`src/hdl/sbus_frame_decoder_macros.svh`:
```
// Assertion macros for the serial frame decoder.
// Each macro expects signals named clk and rst in the including scope.
`ifndef SBUS_FRAME_DECODER_MACROS_SVH
`define SBUS_FRAME_DECODER_MACROS_SVH

// Same-cycle implication, quiet during reset.
`define SBUS_ASSERT_NOW(label, ante, cons, msg) \
  label: assert property (@(posedge clk) disable iff (rst) (ante) |-> (cons)) \
    else $error(msg);

// Next-cycle implication, quiet during reset.
`define SBUS_ASSERT_NEXT(label, ante, cons, msg) \
  label: assert property (@(posedge clk) disable iff (rst) (ante) |=> (cons)) \
    else $error(msg);

`endif

```
`src/hdl/sbus_pkg.sv`:
```
// Shared types and constants for the serial frame decoder.
// No dependencies; imported by every module of the block.
package sbus_pkg;

  localparam int FRAME_BYTES  = 25;
  localparam int CHANNEL_BITS = 11;
  localparam int CHANNELS     = 16;
  localparam int ADDR_W       = 5;
  localparam int CH_W         = 4;
  localparam int VAL_W        = 16;
  localparam int PROD_W       = CHANNEL_BITS + VAL_W;
  localparam int STEP_W       = 5;

  localparam logic [ADDR_W-1:0] START_ADDR = 5'd0;
  localparam logic [ADDR_W-1:0] FLAG_ADDR  = 5'd23;
  localparam logic [ADDR_W-1:0] END_ADDR   = 5'd24;
  localparam logic [ADDR_W-1:0] LAST_COUNT = 5'd25;
  localparam logic [CH_W-1:0]   LAST_CH    = 4'd15;

  localparam logic [7:0] START_BYTE = 8'h0F;
  localparam logic [7:0] END_BYTE   = 8'h00;

  localparam logic [1:0] ERR_NONE  = 2'd0;
  localparam logic [1:0] ERR_FRAME = 2'd1;
  localparam logic [1:0] ERR_FLAGS = 2'd2;
  localparam logic [1:0] ERR_RANGE = 2'd3;

  localparam logic [2:0] CFG_SANITY_MIN = 3'd0;
  localparam logic [2:0] CFG_SANITY_MAX = 3'd1;
  localparam logic [2:0] CFG_CLIP_MIN   = 3'd2;
  localparam logic [2:0] CFG_CLIP_MAX   = 3'd3;
  localparam logic [2:0] CFG_SCALE_MUL  = 3'd4;
  localparam logic [2:0] CFG_SCALE_DIV  = 3'd5;
  localparam logic [2:0] CFG_FS_ANALOG  = 3'd6;
  localparam logic [2:0] CFG_FS_DIGITAL = 3'd7;

  typedef struct packed {
    logic [CHANNEL_BITS-1:0] sanity_min;
    logic [CHANNEL_BITS-1:0] sanity_max;
    logic [CHANNEL_BITS-1:0] clip_min;
    logic [CHANNEL_BITS-1:0] clip_max;
    logic [VAL_W-1:0]        scale_mul;
    logic [VAL_W-1:0]        scale_div;
    logic [VAL_W-1:0]        failsafe_analog;
    logic                    failsafe_digital;
  } cfg_t;

  typedef enum logic [3:0] {
    S_IDLE,
    S_HDR0,
    S_HDR1,
    S_HDR2,
    S_HDR3,
    S_RD0,
    S_RD1,
    S_RD2,
    S_RD3,
    S_CLAMP,
    S_MUL,
    S_DGO,
    S_DWAIT,
    S_EMIT
  } state_t;

endpackage

```
`src/hdl/sbus_store.sv`:
```
// Frame byte store: 25 x 8 synchronous memory, one write and one read port.
// Read data is registered. Depends on sbus_pkg.
module sbus_store
  import sbus_pkg::*;
(
  input  logic              clk,
  input  logic              wr_en,
  input  logic [ADDR_W-1:0] wr_addr,
  input  logic [7:0]        wr_data,
  input  logic [ADDR_W-1:0] rd_addr,
  output logic [7:0]        rd_data
);

  logic [7:0] mem [FRAME_BYTES];

  always_ff @(posedge clk) begin
    if (wr_en) begin
      mem[wr_addr] <= wr_data;
    end
  end

  always_ff @(posedge clk) begin
    rd_data <= mem[rd_addr];
  end

endmodule

```
`src/hdl/sbus_div.sv`:
```
// Bit-serial restoring divider, one quotient bit per cycle.
// Depends on sbus_pkg.
module sbus_div
  import sbus_pkg::*;
(
  input  logic              clk,
  input  logic              rst,
  input  logic              start,
  input  logic [PROD_W-1:0] dividend,
  input  logic [VAL_W-1:0]  divisor,
  output logic              busy,
  output logic [PROD_W-1:0] quotient
);

  logic [STEP_W-1:0] step;
  logic [PROD_W-1:0] dvd;
  logic [VAL_W-1:0]  dvs;
  logic [VAL_W-1:0]  rem;
  logic [VAL_W:0]    trial;
  logic              fits;

  always_comb begin
    trial = {rem, dvd[PROD_W-1]};
    fits  = (trial >= {1'b0, dvs});
  end

  always_ff @(posedge clk) begin
    if (rst) begin
      busy <= 1'b0;
      step <= '0;
    end else if (start) begin
      busy <= 1'b1;
      step <= '0;
    end else if (busy) begin
      step <= step + 1'b1;
      if (step == STEP_W'(PROD_W - 1)) begin
        busy <= 1'b0;
      end
    end
  end

  always_ff @(posedge clk) begin
    if (start) begin
      dvd      <= dividend;
      dvs      <= divisor;
      rem      <= '0;
      quotient <= '0;
    end else if (busy) begin
      dvd      <= {dvd[PROD_W-2:0], 1'b0};
      rem      <= fits ? VAL_W'(trial - {1'b0, dvs}) : trial[VAL_W-1:0];
      quotient <= {quotient[PROD_W-2:0], fits};
    end
  end

endmodule

```
`src/hdl/sbus_ctrl.sv`:
```
// Decode sequencer: reads the stored frame, checks it, scales each channel
// or substitutes failsafe values, and drives the result register. Depends on sbus_pkg and sbus_div.
module sbus_ctrl
  import sbus_pkg::*;
(
  input  logic              clk,
  input  logic              rst,
  input  cfg_t              cfg,
  input  logic              go,
  output logic              busy,
  output logic [ADDR_W-1:0] rd_addr,
  input  logic [7:0]        rd_data,
  output logic              out_valid,
  input  logic              out_stall,
  output logic [CH_W-1:0]   channel_index,
  output logic [VAL_W-1:0]  channel_value,
  output logic              digital_17,
  output logic              digital_18,
  output logic              frame_lost,
  output logic              failsafe_active,
  output logic [1:0]        error_code,
  output logic              last_of_frame
);

  state_t state, state_next;

  logic [CH_W-1:0]         ch;
  logic                    pass;       // 0: window check, 1: scaling
  logic                    range_err;
  logic                    start_ok;
  logic                    end_ok;
  logic [3:0]              flag_bits;
  logic [1:0]              err;
  logic                    use_def;
  logic [7:0]              b0, b1;
  logic [CHANNEL_BITS-1:0] raw_q;
  logic [CHANNEL_BITS-1:0] off;
  logic [PROD_W-1:0]       prod;

  logic [7:0]              pos;
  logic [ADDR_W-1:0]       idx;
  logic [23:0]             window;
  logic [CHANNEL_BITS-1:0] raw;
  logic                    raw_bad;
  logic                    hdr_def;
  logic [CHANNEL_BITS-1:0] lo_clamp, hi_clamp;
  logic                    out_free;
  logic                    div_start;
  logic                    div_busy;
  logic [PROD_W-1:0]       quotient;

  sbus_div u_div (
    .clk      (clk),
    .rst      (rst),
    .start    (div_start),
    .dividend (prod),
    .divisor  (cfg.scale_div),
    .busy     (div_busy),
    .quotient (quotient)
  );

  // channel bit position = ch * 11, byte 1 onwards
  always_comb begin
    pos     = {1'b0, ch, 3'b000} + {3'b000, ch, 1'b0} + {4'b0000, ch};
    idx     = ADDR_W'(1) + pos[7:3];
    window  = {rd_data, b1, b0} >> pos[2:0];
    raw     = window[CHANNEL_BITS-1:0];
    raw_bad = (raw < cfg.sanity_min) || (raw > cfg.sanity_max);
    hdr_def = !(start_ok && end_ok) || (rd_data[7:4] != 4'h0) || rd_data[3];
    lo_clamp = (raw_q < cfg.clip_min) ? cfg.clip_min : raw_q;
    hi_clamp = (lo_clamp > cfg.clip_max) ? cfg.clip_max : lo_clamp;
    out_free = !out_valid || !out_stall;
  end

  // next state
  always_comb begin
    state_next = state;
    unique case (state)
      S_IDLE:  if (go) state_next = S_HDR0;
      S_HDR0:  state_next = S_HDR1;
      S_HDR1:  state_next = S_HDR2;
      S_HDR2:  state_next = S_HDR3;
      S_HDR3:  state_next = hdr_def ? S_EMIT : S_RD0;
      S_RD0:   state_next = S_RD1;
      S_RD1:   state_next = S_RD2;
      S_RD2:   state_next = S_RD3;
      S_RD3: begin
        if (pass) begin
          state_next = S_CLAMP;
        end else if (ch == LAST_CH) begin
          state_next = (range_err || raw_bad) ? S_EMIT : S_RD0;
        end else begin
          state_next = S_RD0;
        end
      end
      S_CLAMP: state_next = S_MUL;
      S_MUL:   state_next = S_DGO;
      S_DGO:   state_next = S_DWAIT;
      S_DWAIT: if (!div_busy) state_next = S_EMIT;
      S_EMIT: begin
        if (out_free) begin
          if (ch == LAST_CH) begin
            state_next = S_IDLE;
          end else if (!use_def) begin
            state_next = S_RD0;
          end
        end
      end
      default: state_next = S_IDLE;
    endcase
  end

  // outputs of the sequencer
  always_comb begin
    rd_addr   = START_ADDR;
    div_start = 1'b0;
    busy      = (state != S_IDLE);
    unique case (state)
      S_HDR1:  rd_addr = END_ADDR;
      S_HDR2:  rd_addr = FLAG_ADDR;
      S_RD0:   rd_addr = idx;
      S_RD1:   rd_addr = idx + ADDR_W'(1);
      S_RD2:   rd_addr = idx + ADDR_W'(2);
      S_DGO:   div_start = 1'b1;
      default: rd_addr = START_ADDR;
    endcase
  end

  always_ff @(posedge clk) begin
    if (rst) begin
      state <= S_IDLE;
    end else begin
      state <= state_next;
    end
  end

  // datapath
  always_ff @(posedge clk) begin
    unique case (state)
      S_HDR1: start_ok <= (rd_data == START_BYTE);
      S_HDR2: end_ok   <= (rd_data == END_BYTE);
      S_HDR3: begin
        flag_bits <= rd_data[3:0];
        ch        <= '0;
        pass      <= 1'b0;
        range_err <= 1'b0;
        use_def   <= hdr_def;
        if (!(start_ok && end_ok)) begin
          err <= ERR_FRAME;
        end else if (rd_data[7:4] != 4'h0) begin
          err <= ERR_FLAGS;
        end else begin
          err <= ERR_NONE;
        end
      end
      S_RD1: b0 <= rd_data;
      S_RD2: b1 <= rd_data;
      S_RD3: begin
        raw_q <= raw;
        if (!pass) begin
          range_err <= range_err || raw_bad;
          ch        <= ch + 1'b1;
          if (ch == LAST_CH) begin
            pass <= 1'b1;
            if (range_err || raw_bad) begin
              use_def <= 1'b1;
              err     <= ERR_RANGE;
            end
          end
        end
      end
      S_CLAMP: off  <= (hi_clamp >= cfg.clip_min) ? hi_clamp - cfg.clip_min : '0;
      S_MUL:   prod <= PROD_W'(off) * PROD_W'(cfg.scale_mul);
      S_EMIT:  if (out_free) ch <= ch + 1'b1;
      default: ;
    endcase
  end

  // result register
  always_ff @(posedge clk) begin
    if (rst) begin
      out_valid <= 1'b0;
    end else if (state == S_EMIT && out_free) begin
      out_valid <= 1'b1;
    end else if (!out_stall) begin
      out_valid <= 1'b0;
    end
  end

  always_ff @(posedge clk) begin
    if (state == S_EMIT && out_free) begin
      channel_index <= ch;
      last_of_frame <= (ch == LAST_CH);
      error_code    <= err;
      if (use_def) begin
        channel_value   <= cfg.failsafe_analog;
        digital_17      <= cfg.failsafe_digital;
        digital_18      <= cfg.failsafe_digital;
        frame_lost      <= 1'b1;
        failsafe_active <= 1'b1;
      end else begin
        channel_value   <= (cfg.scale_div == '0) ? '1 : quotient[VAL_W-1:0];
        digital_17      <= flag_bits[0];
        digital_18      <= flag_bits[1];
        frame_lost      <= flag_bits[2];
        failsafe_active <= flag_bits[3];
      end
    end
  end

endmodule

```
`src/hdl/sbus_frame_decoder.sv`:
```
// Serial frame decoder: one byte accepted per cycle while collecting; after the
// 25th byte the input stalls for the decode. The header is read, then every
// channel gets a window check, then each channel is scaled in turn with three
// store reads and the bit-serial divider, and its word is emitted. Failsafe
// frames: 16 results back to back unless the output stalls. Reset (synchronous)
// restores register defaults and empties the frame; the byte store is not cleared.
`include "sbus_frame_decoder_macros.svh"

module sbus_frame_decoder
  import sbus_pkg::*;
(
  input  logic                    clk,
  input  logic                    rst,
  input  logic                    cfg_we,
  input  logic [2:0]              cfg_index,
  input  logic [VAL_W-1:0]        cfg_data,
  input  logic                    in_valid,
  output logic                    in_stall,
  input  logic [7:0]              rx_byte,
  input  logic                    frame_start,
  output logic                    out_valid,
  input  logic                    out_stall,
  output logic [CH_W-1:0]         channel_index,
  output logic [VAL_W-1:0]        channel_value,
  output logic                    digital_17,
  output logic                    digital_18,
  output logic                    frame_lost,
  output logic                    failsafe_active,
  output logic [1:0]              error_code,
  output logic                    last_of_frame
);

  cfg_t              cfg;
  logic [ADDR_W-1:0] byte_count, byte_count_next;
  logic              in_frame, in_frame_next;
  logic              busy;
  logic              in_acc;
  logic              wr_en;
  logic [ADDR_W-1:0] wr_addr;
  logic [ADDR_W-1:0] count_inc;
  logic              frame_done;
  logic [ADDR_W-1:0] rd_addr;
  logic [7:0]        rd_data;

  always_ff @(posedge clk) begin
    if (rst) begin
      cfg.sanity_min       <= 11'd0;
      cfg.sanity_max       <= 11'd2047;
      cfg.clip_min         <= 11'd172;
      cfg.clip_max         <= 11'd1811;
      cfg.scale_mul        <= 16'd1000;
      cfg.scale_div        <= 16'd1639;
      cfg.failsafe_analog  <= 16'd0;
      cfg.failsafe_digital <= 1'b0;
    end else if (cfg_we) begin
      unique case (cfg_index)
        CFG_SANITY_MIN: cfg.sanity_min       <= cfg_data[CHANNEL_BITS-1:0];
        CFG_SANITY_MAX: cfg.sanity_max       <= cfg_data[CHANNEL_BITS-1:0];
        CFG_CLIP_MIN:   cfg.clip_min         <= cfg_data[CHANNEL_BITS-1:0];
        CFG_CLIP_MAX:   cfg.clip_max         <= cfg_data[CHANNEL_BITS-1:0];
        CFG_SCALE_MUL:  cfg.scale_mul        <= cfg_data;
        CFG_SCALE_DIV:  cfg.scale_div        <= cfg_data;
        CFG_FS_ANALOG:  cfg.failsafe_analog  <= cfg_data;
        CFG_FS_DIGITAL: cfg.failsafe_digital <= cfg_data[0];
      endcase
    end
  end

  // byte collection; a start word always restarts at byte 0
  always_comb begin
    in_stall   = busy;
    in_acc     = in_valid && !in_stall;
    wr_en      = in_acc && (frame_start || in_frame);
    wr_addr    = frame_start ? START_ADDR : byte_count;
    count_inc  = wr_addr + ADDR_W'(1);
    frame_done = wr_en && (count_inc == LAST_COUNT);
    byte_count_next = byte_count;
    in_frame_next   = in_frame;
    if (wr_en) begin
      byte_count_next = frame_done ? '0 : count_inc;
      in_frame_next   = !frame_done;
    end
  end

  always_ff @(posedge clk) begin
    if (rst) begin
      byte_count <= '0;
      in_frame   <= 1'b0;
    end else begin
      byte_count <= byte_count_next;
      in_frame   <= in_frame_next;
    end
  end

  sbus_store u_store (
    .clk     (clk),
    .wr_en   (wr_en),
    .wr_addr (wr_addr),
    .wr_data (rx_byte),
    .rd_addr (rd_addr),
    .rd_data (rd_data)
  );

  sbus_ctrl u_ctrl (
    .clk             (clk),
    .rst             (rst),
    .cfg             (cfg),
    .go              (frame_done),
    .busy            (busy),
    .rd_addr         (rd_addr),
    .rd_data         (rd_data),
    .out_valid       (out_valid),
    .out_stall       (out_stall),
    .channel_index   (channel_index),
    .channel_value   (channel_value),
    .digital_17      (digital_17),
    .digital_18      (digital_18),
    .frame_lost      (frame_lost),
    .failsafe_active (failsafe_active),
    .error_code      (error_code),
    .last_of_frame   (last_of_frame)
  );

  `SBUS_ASSERT_NEXT(a_done_stalls, frame_done, in_stall,
                    "input not stalled after frame end")
  `SBUS_ASSERT_NOW(a_idle_count, !in_frame, byte_count == '0,
                   "byte count left over outside frame")
  `SBUS_ASSERT_NOW(a_last_index, out_valid && last_of_frame, channel_index == LAST_CH,
                   "last word has wrong index")
  `SBUS_ASSERT_NOW(a_err_forces, out_valid && error_code != ERR_NONE,
                   failsafe_active && frame_lost, "error word without failsafe flags")

endmodule
```
`config.mk`:
```
export PLATFORM = sky130hd
export DESIGN_NAME = sbus_frame_decoder
export DESIGN_NICKNAME = d
export VERILOG_FILES = /design/src/hdl/sbus_pkg.sv /design/src/hdl/sbus_store.sv /design/src/hdl/sbus_div.sv /design/src/hdl/sbus_ctrl.sv /design/src/hdl/sbus_frame_decoder.sv
export VERILOG_INCLUDE_DIRS = /design/src /design/src/hdl
export SDC_FILE = /design/constraint.sdc
export NUM_CORES = 1
export LEC_CHECK = 0
export BUFFER_PORTS_ARGS = -buffer_cell sky130_fd_sc_hd__clkbuf_2
export CAP_MARGIN = 20
export CORE_ASPECT_RATIO = 0.6
export CORE_MARGIN = 2
export CORE_UTILIZATION = 25
export DETAILED_ROUTE_END_ITERATION = 7
export MAX_ROUTING_LAYER = met4
export SYNTH_ARGS = -nofsm -noshare
export SYNTH_HDL_FRONTEND = slang
export SYNTH_SLANG_ARGS = --single-unit
export TNS_END_PERCENT = 50
```
`constraint.sdc`:
```
create_clock -name clk -period 13.9 [get_ports clk]
set_input_delay 0.695 -clock clk [delete_from_list [all_inputs] [get_ports clk]]
set_output_delay 0.695 -clock clk [all_outputs]
set_load 0.005 [all_outputs]
```
==> flow_metrics.py <==
metrics = {
    "floorplan": {
        "dieArea_um2": 115000,
        "initial_core_util": 0.251,
        "io_pins": 62,
        "num_rows": 95,
        "die_width_um": 437,
        "fp.dieH_um": 264,
        "coreArea_um2": 112000,
    },
    "logic_synthesis": {
        "seq_area_frac_synth": 0.481,
        "syn_inst": 2616,
        "synth_ff_type": "edfxtp_1",
        "syn-num-nets": 2928,
        "synth-edff-count": 350,
        "yosys.area.top_type": "edfxtp_1",
        "synthArstFlopShare": 0,
        "synth_cell_type_count": 79,
        "synth_seq_cells": 500,
        "yosys_warnings": 0,
        "synth_area_per_cell_um2": 10.7,
        "netlist_area_um2": 28100,
        "synth_top_area_frac": 0.374,
        "synth_top_cells_by_area": "edfxtp_1 37%, dfxtp_1 11%, fa_1 9.2%",
    },
    "timing": {
        "skew_ns": 0.0595,
        "final.setup.tns_ns": 0,
        "setup_violations": 0,
        "fmax_mhz": 143,
        "hold_viol_final": 0,
        "hold_ws_ns": 0.401,
        "tightest_slew_ns": 1.04,
        "relSlewSlack": 0.304,
        "period_share": 0.505,
        "min_period_ns": 7.02,
        "grt_setup_unrepaired": "no",
        "slew_viol_final": 0,
    },
    "final_layout": {
        "syn_to_final_growth_pct": 13.0,
        "fillers": 11500,
        "drive_gt1_frac": 0.0881,
        "multi_input_area_um2": 13200,
        "finish.net_count": 2947,
        "seq_area_um2": 13500,
        "final_cell_area_um2": 31700,
    },
    "critical_path": {
        "worstSetupStartpointType": "flop",
        "path_max_fanout": 11,
        "slowest_stage": "o41ai_1",
        "reg2reg_from": "cfg[61]$_SDFFE_PP0P_",
        "cpMostUsedCell": "o21ai_0",
        "critical_path_class": "reg -> reg",
        "r2r_end": "u_ctrl.off[10]$_SDFFCE_PN0P_",
        "worst_path_largest_cell_delay_ns": 0.44,
        "cp-startpoint": "cfg[61]$_SDFFE_PP0P_",
        "crit_path_end_kind": "flop",
        "required_ns": 14.27,
        "ff2ff_path_depth": 32,
        "cp.arrival_ns": 7.39,
        "critical_path.endpoint": "u_ctrl.off[10]$_SDFFCE_PN0P_",
        "rrSetupSlack_ns": 6.88,
    },
    "clock_network": {
        "clock_latency_ns": 0.64,
        "root_buffer": "clkbuf_16",
        "cts_tree": "done",
        "cts_sinks": 500,
        "htreeDepth": 2,
        "ctsHoldBuffers": 0,
        "clk_pin_slew_ns": 0.06,
        "cts_resized": 0,
        "numCtsBuffers": 51,
        "cts_max_path_buffers": 3,
        "cts_setup_buffers": 0,
    },
    "route": {
        "first_pass_iters": 5,
        "post_drt_wl_per_cell_um": 17.4,
        "viasPerCell": 4.55,
        "drt-total-wl_um": 72800,
        "drc_errors": 0,
        "first_iter_violations": 1787,
        "ant_nets": 0,
        "vias": 19000,
    },
    "power": {
        "power_frac_seq": 0.444,
        "sw_frac_of_total": 0.289,
        "power.switching_mw": 1.11,
        "ir_drop_mv": 0.0766,
        "p_comb_frac": 0.186,
        "p_leak_nw": 12.7,
        "p_int_mw": 2.73,
        "pwr_density_cell_nw_per_um2": 121,
        "pwr-share-clk": 0.370,
    },
    "grt": {
        "met3_usage": 0.0259,
        "grt_max_degree": 78,
        "grt_pass1_vias": 18200,
        "grt_first_pass_wirelength_um": 112000,
        "overflow": 0,
        "grtUsageTotal": 0.128,
        "grt_use_met1": 0.200,
        "busiest_layer": "met1",
        "grtUsageMet2": 0.164,
        "grt_antenna_before_repair": 5,
    },
    "placement": {
        "hpwl_um": 52100,
        "placed_area_um2": 29900,
        "portBuffers": 61,
        "place_congestion": 0.881,
    },
    "hold_path": {
        "holdCritPathClass": "in -> reg",
    },
    "job": {
        "maxCapViolCount": 0,
    },
    "run_status": {
        "outcome": "complete, no violations",
    },
}
[flip-flops by register name, summed over array words and instances, names as in the netlist, 2 cells and up]
signal / cells
byte_count: 5
cfg: 93
u_ctrl.b0: 8
u_ctrl.b1: 8
u_ctrl.ch: 4
u_ctrl.channel_index: 4
u_ctrl.channel_value: 16
u_ctrl.err: 2
u_ctrl.error_code: 2
u_ctrl.flag_bits: 4
u_ctrl.off: 11
u_ctrl.prod: 27
u_ctrl.raw_q: 11
u_ctrl.state: 4
u_ctrl.u_div.dvd: 27
u_ctrl.u_div.dvs: 16
u_ctrl.u_div.quotient: 16
u_ctrl.u_div.rem: 16
u_ctrl.u_div.step: 5
u_store.mem: 200
u_store.rd_data: 8
[final cells by class]
| class | instances | share of cell area |
|---|---|---|
| flip-flops and latches | 500 | 0.426 |
| multi-input cells | 1751 | 0.416 |
| well taps | 1503 | 0.0593 |
| clock buffers | 67 | 0.0431 |
| inverters | 248 | 0.0294 |
| repair buffers | 83 | 0.0157 |
| clock inverters | 29 | 0.0105 |
| diodes | 4 | 0.000316 |
[worst max-delay path: cells and delay by family (launching register included)]
family	cells	cell delay, ns
AO/OA/AOI/OAI	18	3.22
adder cells (fa/ha/maj)	4	1.24
buffers and inverters	3	0.58
flip-flops	1	0.40
multiplexers	3	0.79
AND/OR/NAND/NOR	4	0.50
[power by group through the flow]
stage / sequential (mW) / clock [mW] / combinational [mW]
after floorplan: 1.71 / 0 / 0.527
after global placement: 1.74 / 0 / 0.697
after detailed placement: 1.74 / 0 / 0.709
after CTS: 1.70 / 1.44 / 0.713
after global routing: 1.71 / 1.51 / 0.795
final: 1.70 / 1.42 / 0.715
[placed cells by master, fill, tap and decap left out, types with 35 or more instances in the layout]
cell       count
clkbuf_16     51
clkbuf_2      60
edfxtp_1     350
ha_1         150
nor2_1       171
a21oi_1      140
inv_1        244
dfxtp_1      149
o21ai_0       79
and2_1        79
fa_1         129
nand2_1      414
mux2i_1      121
nand3_1       48
o22ai_1       35
[cells in the mapped netlist (33+ instances only)]
library cell / number
and2_1: 79
ha_1: 150
nand2_1: 414
mux2i_1: 121
clkbuf_1: 95
nand3_1: 48
a21oi_1: 141
xnor2_1: 33
dfxtp_1: 150
o22ai_1: 35
inv_1: 244
edfxtp_1: 350
o21ai_0: 79
fa_1: 129
nor2_1: 172
[per-stage QoR]
step | instances | utilization | total power [mW] | setup slack, ns
floorplan | 2616 | - | 2.23 | 7.69
global placement | 4082 | 0.268 | 2.43 | 7.08
detailed placement | 4082 | 0.268 | 2.45 | 6.97
CTS | 4178 | 0.284 | 3.86 | 6.92
global route | 4185 | 0.284 | 4.01 | 6.21
finish | 4185 | 0.284 | 3.84 | 6.88
[how the worst min path moves through the flow]
stage,from,endpoint,slack [ns],depth (start not counted)
floorplan,u_ctrl.err[0]$_SDFFCE_PP1P_,u_ctrl.error_code[0]$_DFFE_PP_,0.40,0
global placement,u_ctrl.err[1]$_SDFFCE_PP1P_,u_ctrl.error_code[1]$_DFFE_PP_,0.42,0
detailed placement,u_ctrl.err[1]$_SDFFCE_PP1P_,u_ctrl.error_code[1]$_DFFE_PP_,0.42,0
CTS,cfg_data[13],cfg[46]$_SDFFE_PP0P_,0.38,3
global route,cfg_data[12],cfg[45]$_SDFFE_PP0P_,0.38,3
finish,cfg_data[13],cfg[46]$_SDFFE_PP0P_,0.40,3
[cell families (layout without fill, tap and decap cells)]
family	Yosys count	after routing	share of synthesized area
flip-flops	500	500	0.481
AND/OR/NAND/NOR	862	862	0.139
multiplexers	169	169	0.0692
buffers and inverters	365	427	0.0505
AO/OA/AOI/OAI	395	395	0.0864
other	0	4	0
adder cells (fa/ha/maj)	279	279	0.159
XOR/XNOR	46	46	0.0148
[metal layers]
metal,wire (µm),vias to the layer above,share of wire
met5,0,-,0
met4,1500,0,0.021
met3,5720,98,0.079
met2,28100,599,0.39
met1,37500,9253,0.51
li1,-,9081,-
(Power assumes the default switching activity.)
